===== config.mk =====
export PLATFORM = sky130hd
export DESIGN_NAME = epaper_pixel_update_top_flat
export DESIGN_NICKNAME = d
export VERILOG_FILES = /design/src/hw/rtl/epu_pkg.sv /design/src/hw/rtl/epu_if.sv /design/src/hw/rtl/epu_target.sv /design/src/hw/rtl/epaper_pixel_update_top.sv /design/src/flat_wrapper.sv
export VERILOG_INCLUDE_DIRS = /design/src /design/src/hw/rtl
export SDC_FILE = /design/constraint.sdc
export NUM_CORES = 1
export LEC_CHECK = 0
export ABC_AREA = 1
export BUFFER_PORTS_ARGS = -buffer_cell sky130_fd_sc_hd__buf_4
export CAP_MARGIN = 0
export CORE_MARGIN = 3
export CORE_UTILIZATION = 40
export DETAILED_ROUTE_END_ITERATION = 10
export HOLD_SLACK_MARGIN = 0.15
export PLACE_DENSITY = 0.69
export SLEW_MARGIN = 20
export SYNTH_ARGS = -nofsm -noshare
export SYNTH_HDL_FRONTEND = slang
export SYNTH_SLANG_ARGS = --single-unit

===== constraint.sdc =====
create_clock -name clk -period 11.7 [get_ports clk]
set_input_delay 1.17 -clock clk [delete_from_list [all_inputs] [get_ports clk]]
set_output_delay 1.17 -clock clk [all_outputs]
set_load 0.02 [all_outputs]

===== src/hw/rtl/epaper_pixel_update_top_macros.svh =====
// ----------------------------------------------------------------------------
// epaper_pixel_update_top_macros.svh
// Assertion macros used by epaper_pixel_update_top. Each macro samples on clk
// and is muted while rst_n is low.
// ----------------------------------------------------------------------------
`ifndef EPAPER_PIXEL_UPDATE_TOP_MACROS_SVH
`define EPAPER_PIXEL_UPDATE_TOP_MACROS_SVH

`ifndef SYNTHESIS
// Same-cycle implication.
`define EPU_ASSERT_NOW(label, ante, cons) \
  label: assert property (@(posedge clk) disable iff (!rst_n) (ante) |-> (cons)) \
    else $error("epu: same-cycle check failed");
// Next-cycle implication.
`define EPU_ASSERT_NEXT(label, ante, cons) \
  label: assert property (@(posedge clk) disable iff (!rst_n) (ante) |=> (cons)) \
    else $error("epu: next-cycle check failed");
`else
`define EPU_ASSERT_NOW(label, ante, cons)
`define EPU_ASSERT_NEXT(label, ante, cons)
`endif

`endif


===== src/hw/rtl/epu_pkg.sv =====
// ----------------------------------------------------------------------------
// epu_pkg
// Types, codes and helper functions of the e-paper pixel update block.
// ----------------------------------------------------------------------------
`timescale 1ns / 1ps
`default_nettype none

package epu_pkg;

  localparam int unsigned PIX_W      = 8;
  localparam int unsigned POS_W      = 11;
  localparam int unsigned MODE_W     = 3;
  localparam int unsigned CFG_IDX_W  = 4;
  localparam int unsigned CFG_DATA_W = 8;

  // Waveform mode codes
  localparam logic [MODE_W-1:0] WAVE_A2         = 3'd0;
  localparam logic [MODE_W-1:0] WAVE_DU         = 3'd1;
  localparam logic [MODE_W-1:0] WAVE_GL16       = 3'd2;
  localparam logic [MODE_W-1:0] WAVE_REAGL      = 3'd3;
  localparam logic [MODE_W-1:0] WAVE_GC16       = 3'd4;
  localparam logic [MODE_W-1:0] WAVE_GC16_FLASH = 3'd5;

  // Configuration register indexes
  localparam logic [CFG_IDX_W-1:0] CFG_WAVEFORM_MODE  = 4'd0;
  localparam logic [CFG_IDX_W-1:0] CFG_MISUSE_STRIPES = 4'd1;

  // Ghost residual: floor(m * 8 / 100) == (m * 82) >> 10 for m <= 255
  localparam logic [6:0] GHOST_RECIP   = 7'd82;
  localparam int unsigned GHOST_SHIFT  = 10;
  localparam int unsigned GHOST_PROD_W = 15;
  localparam int unsigned GHOST_Q_W    = 5;

  typedef struct packed {
    logic [PIX_W-1:0] source_value;
    logic [PIX_W-1:0] previous_value;
    logic [POS_W-1:0] pixel_x;
    logic [POS_W-1:0] pixel_y;
  } in_word_t;

  typedef struct packed {
    logic [PIX_W-1:0] panel_value;
  } out_word_t;

  typedef struct packed {
    logic [MODE_W-1:0] waveform_mode;
    logic              misuse_stripes;
  } cfg_state_t;

  // 16-level quantizer: ((v*15+127)/255)*17, divide by 255 done as a split
  // at 256 plus one correction step.
  function automatic logic [PIX_W-1:0] level16(input logic [PIX_W-1:0] v);
    logic [11:0] n;
    logic [3:0]  t;
    logic [8:0]  rem;
    logic [3:0]  q;
    n   = 12'(v) * 12'd15 + 12'd127;
    t   = n[11:8];
    rem = 9'(n[7:0]) + 9'(t);
    q   = (rem >= 9'd255) ? t + 4'd1 : t;
    return {q, q};
  endfunction

endpackage

`default_nettype wire


===== src/hw/rtl/epu_if.sv =====
// ----------------------------------------------------------------------------
// epu_if
// Valid/ready channels of the pixel update block: input, result, config.
// ----------------------------------------------------------------------------
`timescale 1ns / 1ps
`default_nettype none

interface epu_in_if;
  logic             valid;
  logic             ready;
  epu_pkg::in_word_t data;
  modport source (output valid, output data, input ready);
  modport sink   (input valid, input data, output ready);
endinterface

interface epu_out_if;
  logic               valid;
  logic               ready;
  epu_pkg::out_word_t data;
  modport source (output valid, output data, input ready);
  modport sink   (input valid, input data, output ready);
endinterface

interface epu_cfg_if;
  logic                              valid;
  logic                              ready;
  logic [epu_pkg::CFG_IDX_W-1:0]     index;
  logic [epu_pkg::CFG_DATA_W-1:0]    wdata;
  modport source (output valid, output index, output wdata, input ready);
  modport sink   (input valid, input index, input wdata, output ready);
endinterface

`default_nettype wire


===== src/hw/rtl/epu_target.sv =====
// ----------------------------------------------------------------------------
// epu_target
// Target level of one pixel: threshold or 16-level quantize, then stripes.
// ----------------------------------------------------------------------------
`timescale 1ns / 1ps
`default_nettype none

module epu_target (
  input  wire epu_pkg::in_word_t   word_i,
  input  wire epu_pkg::cfg_state_t cfg_i,
  output logic [epu_pkg::PIX_W-1:0] target_o,
  output logic                      flash_o
);
  import epu_pkg::*;

  logic             binary;
  logic [PIX_W-1:0] level;
  logic [2:0]       diag;
  logic             stripe;

  always_comb begin
    binary = (cfg_i.waveform_mode == WAVE_A2) || (cfg_i.waveform_mode == WAVE_DU);
    if (binary) begin
      level = word_i.source_value[PIX_W-1] ? 8'd255 : 8'd0;
    end else begin
      level = level16(word_i.source_value);
    end
    // only the low three bits of x+y matter
    diag     = word_i.pixel_x[2:0] + word_i.pixel_y[2:0];
    stripe   = cfg_i.misuse_stripes && (diag[2:1] == 2'b00);
    target_o = stripe ? ~level : level;
    flash_o  = (cfg_i.waveform_mode == WAVE_GC16_FLASH);
  end

endmodule

`default_nettype wire


===== src/hw/rtl/epaper_pixel_update_top.sv =====
// ----------------------------------------------------------------------------
// epaper_pixel_update_top
// New panel gray value per pixel during an e-paper refresh.
// ----------------------------------------------------------------------------
// Usage:
//   in_ch   takes one word per pixel: source byte, current panel value and
//           the pixel's absolute x,y. A word is taken when valid and ready
//           are both high at a rising edge of clk.
//   out_ch  returns one word per input word, in order: the new panel value.
//   cfg_ch  writes waveform_mode (index 0) and misuse_stripes (index 1);
//           other indexes are dropped. It is always ready. Write it only
//           while no pixel is in flight.
// Data path: a taken word moves through the target, residual magnitude
//   and final value registers; the final value register drives out_ch.
// Throughput: one pixel per clock while out_ch is ready; the three pipeline
//   registers (target, residual magnitude, final value) each hold one pixel,
//   and each stage advances on its own whenever the stage after it is free,
//   so a bubble closes up.
// Reset (rst_n low, synchronous): drop all words in flight, mode back to
//   GC16, stripes off.
// Receiver stall: words hold in place; in_ch keeps accepting until all
//   three stages are full, then deasserts ready. Nothing is lost or doubled.
// ----------------------------------------------------------------------------
`timescale 1ns / 1ps
`default_nettype none

module epaper_pixel_update_top (
  input  wire  clk,
  input  wire  rst_n,
  epu_in_if.sink    in_ch,
  epu_out_if.source out_ch,
  epu_cfg_if.sink   cfg_ch
);
  import epu_pkg::*;

  `include "epaper_pixel_update_top_macros.svh"

  // --------------------------------------------------------------------------
  // Configuration registers
  // --------------------------------------------------------------------------
  cfg_state_t cfg_r, cfg_nxt;

  assign cfg_ch.ready = 1'b1;

  always_comb begin
    cfg_nxt = cfg_r;
    if (cfg_ch.valid) begin
      unique case (cfg_ch.index)
        CFG_WAVEFORM_MODE:  cfg_nxt.waveform_mode  = cfg_ch.wdata[MODE_W-1:0];
        CFG_MISUSE_STRIPES: cfg_nxt.misuse_stripes = cfg_ch.wdata[0];
        default:            cfg_nxt = cfg_r;   // unknown register: drop
      endcase
    end
  end

  always_ff @(posedge clk) begin
    if (!rst_n) begin
      cfg_r.waveform_mode  <= WAVE_GC16;
      cfg_r.misuse_stripes <= 1'b0;
    end else begin
      cfg_r <= cfg_nxt;
    end
  end

  // --------------------------------------------------------------------------
  // Stage ready chain: a stage can load when it is empty or its word moves on
  // --------------------------------------------------------------------------
  logic s1_vld_r, s1_vld_nxt;
  logic s2_vld_r, s2_vld_nxt;
  logic s3_vld_r, s3_vld_nxt;
  logic s1_rdy, s2_rdy, s3_rdy;

  assign s3_rdy      = !s3_vld_r || out_ch.ready;
  assign s2_rdy      = !s2_vld_r || s3_rdy;
  assign s1_rdy      = !s1_vld_r || s2_rdy;
  assign in_ch.ready = s1_rdy;

  // --------------------------------------------------------------------------
  // Stage 1: target level (threshold / quantize, stripes)
  // --------------------------------------------------------------------------
  logic [PIX_W-1:0] tgt_comb;
  logic             flash_comb;

  epu_target u_target (
    .word_i   (in_ch.data),
    .cfg_i    (cfg_r),
    .target_o (tgt_comb),
    .flash_o  (flash_comb)
  );

  logic [PIX_W-1:0] s1_target_r, s1_target_nxt;
  logic [PIX_W-1:0] s1_prev_r,   s1_prev_nxt;
  logic             s1_flash_r,  s1_flash_nxt;

  always_comb begin
    s1_vld_nxt    = s1_vld_r;
    s1_target_nxt = s1_target_r;
    s1_prev_nxt   = s1_prev_r;
    s1_flash_nxt  = s1_flash_r;
    if (s1_rdy) begin
      s1_vld_nxt    = in_ch.valid;
      s1_target_nxt = tgt_comb;
      s1_prev_nxt   = in_ch.data.previous_value;
      s1_flash_nxt  = flash_comb;
    end
  end

  // --------------------------------------------------------------------------
  // Stage 2: signed difference prev - target, split into sign and magnitude
  // --------------------------------------------------------------------------
  logic [PIX_W:0]   diff;
  logic [PIX_W-1:0] s2_mag_r,    s2_mag_nxt;
  logic             s2_neg_r,    s2_neg_nxt;
  logic [PIX_W-1:0] s2_target_r, s2_target_nxt;
  logic             s2_flash_r,  s2_flash_nxt;

  always_comb begin
    diff          = {1'b0, s1_prev_r} - {1'b0, s1_target_r};
    s2_vld_nxt    = s2_vld_r;
    s2_mag_nxt    = s2_mag_r;
    s2_neg_nxt    = s2_neg_r;
    s2_target_nxt = s2_target_r;
    s2_flash_nxt  = s2_flash_r;
    if (s2_rdy) begin
      s2_vld_nxt    = s1_vld_r;
      s2_neg_nxt    = diff[PIX_W];
      s2_mag_nxt    = diff[PIX_W] ? PIX_W'(-diff) : diff[PIX_W-1:0];
      s2_target_nxt = s1_target_r;
      s2_flash_nxt  = s1_flash_r;
    end
  end

  // --------------------------------------------------------------------------
  // Stage 3: target + residual trunc(diff*8/100) by reciprocal; flash: target
  // --------------------------------------------------------------------------
  logic [GHOST_PROD_W-1:0] ghost_prod;
  logic [GHOST_Q_W-1:0]    ghost_q;
  logic [PIX_W-1:0]        s3_value_r, s3_value_nxt;

  always_comb begin
    ghost_prod   = GHOST_PROD_W'(s2_mag_r) * GHOST_PROD_W'(GHOST_RECIP);
    ghost_q      = ghost_prod[GHOST_PROD_W-1:GHOST_SHIFT];
    s3_vld_nxt   = s3_vld_r;
    s3_value_nxt = s3_value_r;
    if (s3_rdy) begin
      s3_vld_nxt = s2_vld_r;
      if (s2_flash_r) begin
        s3_value_nxt = s2_target_r;
      end else if (s2_neg_r) begin
        s3_value_nxt = s2_target_r - PIX_W'(ghost_q);
      end else begin
        s3_value_nxt = s2_target_r + PIX_W'(ghost_q);
      end
    end
  end

  assign out_ch.valid            = s3_vld_r;
  assign out_ch.data.panel_value = s3_value_r;

  // --------------------------------------------------------------------------
  // Pipeline registers
  // --------------------------------------------------------------------------
  always_ff @(posedge clk) begin
    if (!rst_n) begin
      s1_vld_r <= 1'b0;
      s2_vld_r <= 1'b0;
      s3_vld_r <= 1'b0;
    end else begin
      s1_vld_r <= s1_vld_nxt;
      s2_vld_r <= s2_vld_nxt;
      s3_vld_r <= s3_vld_nxt;
    end
  end

  always_ff @(posedge clk) begin
    s1_target_r <= s1_target_nxt;
    s1_prev_r   <= s1_prev_nxt;
    s1_flash_r  <= s1_flash_nxt;
    s2_mag_r    <= s2_mag_nxt;
    s2_neg_r    <= s2_neg_nxt;
    s2_target_r <= s2_target_nxt;
    s2_flash_r  <= s2_flash_nxt;
    s3_value_r  <= s3_value_nxt;
  end

  // --------------------------------------------------------------------------
  // Assertions
  // --------------------------------------------------------------------------
  // Input backpressure only when every stage holds a word.
  `EPU_ASSERT_NOW(a_full_when_blocked, !s1_rdy, s1_vld_r && s2_vld_r && s3_vld_r)
  // A stage 1 word that cannot advance holds its target.
  `EPU_ASSERT_NEXT(a_s1_hold, s1_vld_r && !s2_rdy, s1_vld_r && $stable(s1_target_r))
  // A stage 2 word that cannot advance holds its residual magnitude.
  `EPU_ASSERT_NEXT(a_s2_hold, s2_vld_r && !s3_rdy, s2_vld_r && $stable(s2_mag_r))
  // Ghost residual never exceeds 255*8/100.
  `EPU_ASSERT_NOW(a_ghost_bound, s2_vld_r, ghost_q <= 5'd20)

endmodule

`default_nettype wire

===== src/flat_wrapper.sv =====
// flat-port wrapper written by rule: the top's interface ports become plain ports
module epaper_pixel_update_top_flat import epu_pkg::*;
  (clk, rst_n, in_ch_valid, in_ch_data, in_ch_ready, out_ch_valid, out_ch_data, out_ch_ready, cfg_ch_valid, cfg_ch_index, cfg_ch_wdata, cfg_ch_ready);
  epu_in_if in_ch_i ();
  epu_out_if out_ch_i ();
  epu_cfg_if cfg_ch_i ();
  input  wire clk;
  input  wire rst_n;
  input wire logic [$bits(in_ch_i.valid)-1:0] in_ch_valid;
  input wire logic [$bits(in_ch_i.data)-1:0] in_ch_data;
  output wire logic [$bits(in_ch_i.ready)-1:0] in_ch_ready;
  output wire logic [$bits(out_ch_i.valid)-1:0] out_ch_valid;
  output wire logic [$bits(out_ch_i.data)-1:0] out_ch_data;
  input wire logic [$bits(out_ch_i.ready)-1:0] out_ch_ready;
  input wire logic [$bits(cfg_ch_i.valid)-1:0] cfg_ch_valid;
  input wire logic [$bits(cfg_ch_i.index)-1:0] cfg_ch_index;
  input wire logic [$bits(cfg_ch_i.wdata)-1:0] cfg_ch_wdata;
  output wire logic [$bits(cfg_ch_i.ready)-1:0] cfg_ch_ready;
  assign in_ch_i.valid = in_ch_valid;
  assign in_ch_i.data = in_ch_data;
  assign in_ch_ready = in_ch_i.ready;
  assign out_ch_valid = out_ch_i.valid;
  assign out_ch_data = out_ch_i.data;
  assign out_ch_i.ready = out_ch_ready;
  assign cfg_ch_i.valid = cfg_ch_valid;
  assign cfg_ch_i.index = cfg_ch_index;
  assign cfg_ch_i.wdata = cfg_ch_wdata;
  assign cfg_ch_ready = cfg_ch_i.ready;
  epaper_pixel_update_top u_core (.clk(clk), .rst_n(rst_n), .in_ch(in_ch_i), .out_ch(out_ch_i), .cfg_ch(cfg_ch_i));
endmodule

==> impl_results.md, run 1 <==
* Initial Utilization at 41.84%
* WL final at 7.842 mm
* TritonCTS clock tree: built
* Gp weighted congestion at 0.8599
* First-pass iteration count of the detailed router at 4
* Final min period at 5807 ps
* Worst Setup SP: in_ch_data[31]
* Worst rel slew slack at 60.54%
* Ant diodes at 0
* Synthesized net count at 671
* Hold Path Origin: u_core.s1_flash_r
* Critical path fanouts, max at 6
* Cell Area, Synth at 4397 um2
* Worst r2r src: u_core.s2_mag_r[4]
* Max Clk Rate at 0.1722 GHz
* Final slew viol count at 0
* Crit-path slowest cell: fa_1
* Largest net degree at the start of global routing at 16
* Worst setup SP type: input pin
* Unique cell type count in the Yosys netlist at 39
* Iter 0 DRT Violations at 101
* Final Cell Area at 4976 um2
* Register area share after synthesis at 27.09%
* Core area at 10510 um2
* # fillers at 988
* Worst-path clk slew at 80 ps
* Die area at 12290 um2
* Fraction of layout cells with a size suffix above 1 at 13.34%
* Final Setup Violations at 0
* Number of buffers created by CTS at 5
* Critical Path AT at 5860 ps
* Worst-margin pin slew at 590.4 ps
* First-pass GRT wire length at 14.21 mm
* Clk_lat worst skew at 290 ps
* CTS sink cnt at 42
* Initial antenna violation count at 0
* Drt drc at 0
* Crit end category: flop
* Slowest Stage Delay on Critical Path at 510 ps
* Port buffer count at 43
* Via Count at 3442
* Routed WL per cell at 11.00 um
* Vias per cell at 4.827
* WP buf/inv at 7
* Syn avg cell area at 8.343 um2
* H-tree depth at 2
* CTS Hold Buffers Added at 0
* Crit Path Class: in2reg
* Critical path's top delay family: adder cells
* Status: finished clean
* RSZ-0062 raised after global routing: false
* Period utilisation layout at 49.63%
* Row count at 37
* Die X at 110.8 um
* Required time worst endpoint at 11760 ps
* Synth Warn # at 0
* Cell Area, Placed at 4882 um2
* Post-synthesis cell count at 527
* CTS resizes at 0
* Sum Neg Setup Slack at 0 ps
* Max_cap viols at 0
* GRT Overall Usage at 13.39%
* Die Ht at 110.8 um
* FF+latch count, synth at 42
* Area Overhead vs Synth at 13.18%
* Clk root buf: clkbuf_8
* Clock Skew at 9.957 ps
* Final Hold Vio Count at 0
* Num ports at 66
* Dpl hpwl at 6.918 mm
* Hold Crit Class: reg2reg
* Fin nets at 720
* Total gr overflow at 0
* Vias in the first global route at 3457
* Postcts setup bufs at 0
* Worst-case clock buffer depth at 2
* Post-DRT Antenna Nets at 0
[logic make-up (layout without fill, tap and decap cells)]
| group | count (synthesis) | in the layout | synth area share, % |
|---|---|---|---|
| AO/OA/AOI/OAI | 57 | 57 | 7.798 |
| XOR/XNOR | 31 | 31 | 6.175 |
| adder cells (fa/ha/maj) | 89 | 89 | 28.23 |
| buffers and inverters | 116 | 166 | 9.989 |
| flip-flops | 42 | 42 | 27.09 |
| other | 1 | 1 | 0.08529 |
| AND/OR/NAND/NOR | 191 | 191 | 20.63 |
[cell usage in the layout, fill, tap and decap left out, types with 5 or more instances in the layout]
master	n
xnor2_1	8
clkbuf_8	5
nand4_1	6
a21oi_1	21
nand3_1	30
nor3_1	7
xor2_1	23
o21ai_0	17
o21bai_1	5
ha_1	72
edfxtp_1	35
buf_4	43
nand2_1	96
nand2_2	8
nor2_1	27
fa_1	17
inv_1	114
dfxtp_1	7
[synth_stat cells]
library cell	number	share of area, %
a21boi_0	1	0.17
a21o_1	3	0.51
a21oi_1	21	2.4
a21oi_2	2	0.40
a31o_2	1	0.20
a31oi_1	1	0.14
and3_1	1	0.14
buf_4	1	0.17
conb_1	1	0.085
dfxtp_1	7	3.2
edfxtp_1	35	24
fa_1	17	7.7
ha_1	72	20
inv_1	114	9.7
inv_2	1	0.085
nand2_1	96	8.2
nand2_2	8	1.1
nand2_4	2	0.51
nand3_1	30	3.4
nand3_2	4	0.91
nand3_4	2	0.80
nand3b_1	3	0.51
nand4_1	6	0.85
nand4_2	1	0.28
nor2_1	27	2.3
nor2_2	1	0.14
nor2_4	1	0.26
nor3_1	7	0.80
nor3_2	1	0.23
o21a_1	1	0.17
o21ai_0	17	1.9
o21ai_1	1	0.11
o21ai_4	1	0.37
o21bai_1	5	0.85
o221ai_1	1	0.20
o31ai_1	2	0.34
or2_2	1	0.14
xnor2_1	8	1.6
xor2_1	23	4.6
[stage by stage]
stage	cells	hold WS [ps]	setup WS [ps]	utilization, %
after floorplan	527	400.3	6177	-
after detailed placement	705	421.9	5547	46.46
after CTS	713	443.3	5872	47.35
final	713	441.0	5893	47.35
after global routing	713	462.7	5481	47.35
after global placement	705	400.9	5642	46.46
[per-layer routing]
layer	global-route usage, %	wire length (um)	up-vias
li1	-	-	1795
met1	14.99	3285	1592
met2	26.01	4188	43
met3	2.238	259	12
met4	3.366	108	0
met5	0	0	-
[state kept, by name, indices dropped and copies added (netlist names)]
register / count
u_core.cfg_r: 4
u_core.out_ch.data: 8
u_core.out_ch.valid: 1
u_core.s1_flash_r: 1
u_core.s1_prev_r: 8
u_core.s1_target_r: 4
u_core.s1_vld_r: 1
u_core.s2_flash_r: 1
u_core.s2_mag_r: 8
u_core.s2_neg_r: 1
u_core.s2_target_r: 4
u_core.s2_vld_r: 1
[layout make-up]
cell class | instances | area (um2) | share of cell area (%)
Sequential cell | 42 | 1191 | 23.94
Multi-Input combinational cell | 369 | 2766 | 55.59
Timing Repair Buffer | 43 | 322.8 | 6.487
Tap cell | 136 | 170.2 | 3.420
Clock inverter | 3 | 25.02 | 0.5029
Clock buffer | 5 | 68.82 | 1.383
Inverter | 115 | 431.7 | 8.675
[worst reg2reg max path: cells and delay by family, from the launching register on]
kind / cells / cell delay (ps)
buf+inv: 3 / 150
fa+ha+maj: 6 / 2030
compound gates: 6 / 1240
simple gates: 10 / 780
xor+xnor: 1 / 300
flops: 1 / 450
[worst paths after layout]
path | end | slack (ps) | cells after the start
hold / removal | u_core.s2_flash_r | 440 | 0
hold reg to reg | u_core.s2_flash_r | 440 | 0
setup / recovery | u_core.s1_target_r[4] | 5890 | 29
setup reg to reg | u_core.out_ch.data[7] | 6550 | 26
Power of run 1 is left out: the tool's default activity adds up to more than one toggle a clock period on the data nets, which glitch-free logic cannot reach.
==> run 2, diff against run 1 <==
--- a/config.mk
+++ b/config.mk
@@ -6,7 +6,7 @@
 export SDC_FILE = /design/constraint.sdc
 export NUM_CORES = 1
 export LEC_CHECK = 0
-export ABC_AREA = 1
+export ABC_AREA = 0
 export BUFFER_PORTS_ARGS = -buffer_cell sky130_fd_sc_hd__buf_4
 export CAP_MARGIN = 0
 export CORE_MARGIN = 3
==> constraint.sdc (replaced) <==
create_clock -name clk -period 5.9 [get_ports clk]
set_input_delay 0.59 -clock clk [delete_from_list [all_inputs] [get_ports clk]]
set_output_delay 0.59 -clock clk [all_outputs]
set_load 0.02 [all_outputs]
==> impl_results.md, run 2 <==
* Status: finished clean (unchanged)
* Register area share after synthesis at 27.35% (was 27.09%)
* Post-synthesis cell count at 455 (was 527)
* Worst-case clock buffer depth at 2 (unchanged)
* Number of buffers created by CTS at 5 (unchanged)
* Vias per cell at 5.026 (was 4.827)
* Vias in the first global route at 3429 (was 3457)
* Synth async-reset ratio at 0% (unchanged)
* Cell Area, Placed at 5137 um2 (was 4882 um2)
* WP buf/inv at 6 (was 7)
* Die X at 110.4 um (was 110.8 um)
* Ant diodes at 0 (unchanged)
* Largest net degree at the start of global routing at 16 (unchanged)
* Fin nets at 691 (was 720)
* Critical path fanouts, max at 2 (was 6)
* Die Ht at 110.4 um (was 110.8 um)
* Iter 0 DRT Violations at 161 (was 101)
* Final Hold Vio Count at 0 (unchanged)
* Num ports at 66 (unchanged)
* Worst setup SP type: input pin (unchanged)
* FF+latch count, synth at 42 (unchanged)
* Multi-input gate area at 3020 um2 (was 2766 um2)
* First-pass GRT wire length at 14.69 mm (was 14.21 mm)
* Initial antenna violation count at 0 (unchanged)
* Critical path's top delay family: adder cells (unchanged)
* Post-synth EDFFs at 35 (unchanged)
* Total gr overflow at 0 (unchanged)
* Routed WL per cell at 12.67 um (was 11.00 um)
* Final Cell Area at 5443 um2 (was 4976 um2)
* Top cells by instance count after synthesis: inv_1, ha_1, edfxtp_1 (was inv_1, nand2_1, ha_1)
* Syn avg cell area at 9.572 um2 (was 8.343 um2)
* WL final at 8.663 mm (was 7.842 mm)
* R2r setup slk at 290 ps (was 6550 ps)
* Final min period at 5706 ps
* Period utilisation layout at 96.70%
* Fin cells at 684 (was 713)
* Commonest non-fill, non-tap cell in the layout: buf_4 (was inv_1)
* Synthesized net count at 599 (was 671)
* Worst-path clk slew at 80 ps (about the same)
* Clk root buf: clkbuf_8 (unchanged)
* Core area at 10460 um2 (was 10510 um2)
* Dpl hpwl at 7.119 mm (was 6.918 mm)
* Sum Neg Setup Slack at 0 ps (unchanged)
* Drt drc at 0 (unchanged)
* Worst-margin pin slew at 669.6 ps (was 590.4 ps)
* RSZ-0062 raised after global routing: true (was false)
* Area Overhead vs Synth at 24.96% (was 13.18%)
* TritonCTS clock tree: built (unchanged)
* Row count at 37 (unchanged)
* Gp weighted congestion at 0.8374 (was 0.8599)
* Initial Utilization at 41.63% (was 41.84%)
* CTS sink cnt at 42 (unchanged)
* Top area cells in the synthesized netlist: edfxtp_1, ha_1, fa_1, inv_1, xnor2_1 (was edfxtp_1, ha_1, inv_1, nand2_1, fa_1)
* Clk_lat worst skew at 290 ps (about the same)
* Crit-path slowest cell: fa_1 (unchanged)
* Hold Path Origin: u_core.s1_flash_r (unchanged)
* Die area at 12180 um2 (was 12290 um2)
* Most common cell in the netlist: inv_1 (unchanged)
* Top-area cell type share of the netlist area at 24.13% (was 23.90%)
* GRT Overall Usage at 14.84% (was 13.39%)
* Fraction of layout cells with a size suffix above 1 at 24.82% (was 13.34%)
* Unique cell type count in the Yosys netlist at 57 (was 39)
* Post-DRT Antenna Nets at 0 (unchanged)
* Placed Cells at 670 (was 705)
* WHS Path Cells at 0 (unchanged)
* Critical Path AT at 5740 ps (was 5860 ps)
* Max_cap viols at 0 (unchanged)
* Storage element area at 1191 um2 (unchanged)
* Main synth FF type: edfxtp_1 (unchanged)
* Worst rel slew slack at 55.04% (was 60.54%)
* Crit Path Class: in2reg (unchanged)
* Area leader, netlist: edfxtp_1 (unchanged)
* Crit end category: flop (unchanged)
* Required time worst endpoint at 5940 ps (was 11760 ps)
* H-tree depth at 2 (unchanged)
* Most frequent cells in the layout: buf_4, inv_1, ha_1 (was inv_1, nand2_1, ha_1)
* Hold Path Sink: u_core.s2_flash_r (unchanged)
* Cell Area, Synth at 4355 um2 (was 4397 um2)
* Synth Warn # at 0 (unchanged)
* Clock Skew at 14.24 ps (was 9.957 ps)
* Final Setup Violations at 0 (unchanged)
* Slowest Stage Delay on Critical Path at 490 ps (was 510 ps)
* # fillers at 973 (was 988)
* Final slew viol count at 0 (unchanged)
* First-pass iteration count of the detailed router at 4 (unchanged)
* Max Clk Rate at 0.1753 GHz
* Via Count at 3438 (was 3442)
* Hold Crit Class: reg2reg (unchanged)
* FF-to-FF End: u_core.out_ch.data[7] (unchanged)
* Worst r2r src: u_core.s2_mag_r[1] (was u_core.s2_mag_r[4])
* Cell depth of the worst flop-to-flop path at 24 (was 26)
* Cell mode on critical path: inv_1
* Port buffer count at 43 (unchanged)
==> run 2: changes by cell type after synthesis, sizes merged, moves of 5 or more <==
cell / previous run / this run
mux2i: 0 / 5
nand2: 106 / 26
xnor2: 8 / 24
a21o: 3 / 9
a31oi: 1 / 9
nand3: 36 / 8
nor2b: 0 / 8
inv: 115 / 75
xor2: 23 / 18
nand4: 7 / 1
==> run 2: final cells by class <==
class	count	area share, %
Timing Repair Buffer	90	12.41
Clock buffer	7	1.793
Inverter	75	5.172
Clock inverter	1	0.1149
Sequential cell	42	21.89
Tap cell	136	3.126
Multi-Input combinational cell	333	55.49
==> run 2: worst max path at each step <==
stage                                   from               endpoint  slack [ps]  depth (start not counted)
after floorplan               in_ch_data[32]  u_core.s1_target_r[4]           2                         24
after global placement    u_core.s2_mag_r[1]  u_core.out_ch.data[7]        -250                         24
after detailed placement  u_core.s2_mag_r[1]  u_core.out_ch.data[7]        -440                         24
after CTS                     in_ch_data[31]  u_core.s1_target_r[4]          10                         25
after global routing          in_ch_data[32]  u_core.s1_target_r[6]         -80                         28
final                         in_ch_data[32]  u_core.s1_target_r[4]         190                         25
==> run 2: worst reg2reg max path, stage by stage, from the launching register on <==
cell	delay, ps
edfxtp_1	390
ha_1	290
inv_1	50
fa_1	490
inv_1	40
ha_1	280
ha_1	290
and3_1	180
a31o_2	260
a21oi_4	160
o21ba_4	170
o21bai_1	70
xnor2_1	210
ha_2	320
a21oi_4	140
ha_1	240
nor2b_1	130
o21ai_1	170
a21oi_1	130
o21ai_0	170
nand2b_1	90
a21o_1	210
a21oi_4	190
mux4_2	540
a2111oi_4	220
==> run 2: kinds of logic after synthesis <==
logic type / share of synthesized area (%)
AND/OR/NAND/NOR: 12.18
multiplexers: 1.925
other: 0.08610
buffers and inverters: 7.009
XOR/XNOR: 8.446
flip-flops: 27.35
adder cells (fa/ha/maj): 28.76
AO/OA/AOI/OAI: 14.25
==> run 2: what timing repair did <==
item,in CTS,in global routing
pin swaps,1,14
buffers inserted,1,5
setup endpoints to repair,3,5
resized for setup,6,27
hold buffers,0,0
==> run 2: per-layer routing <==
layer | global-route usage (%) | routed length [um] | up-vias
li1 | - | - | 1761
met1 | 17.24 | 3633 | 1628
met2 | 28.51 | 4758 | 43
met3 | 1.922 | 189 | 6
met4 | 3.782 | 81 | 0
met5 | 0 | 0 | -
==> run 2: per-stage QoR <==
stage | util (%) | hold WS (ps) | worst slack, ps
floorplan | - | 400.3 | 1.973
global placement | 49.10 | 405.1 | -250.8
detailed placement | 49.10 | 404.5 | -437.2
CTS | 50.41 | 423.7 | 10.01
global route | 52.02 | 431.6 | -82.93
finish | 52.02 | 414.6 | 194.4
Power of run 2 is left out for the same reason.
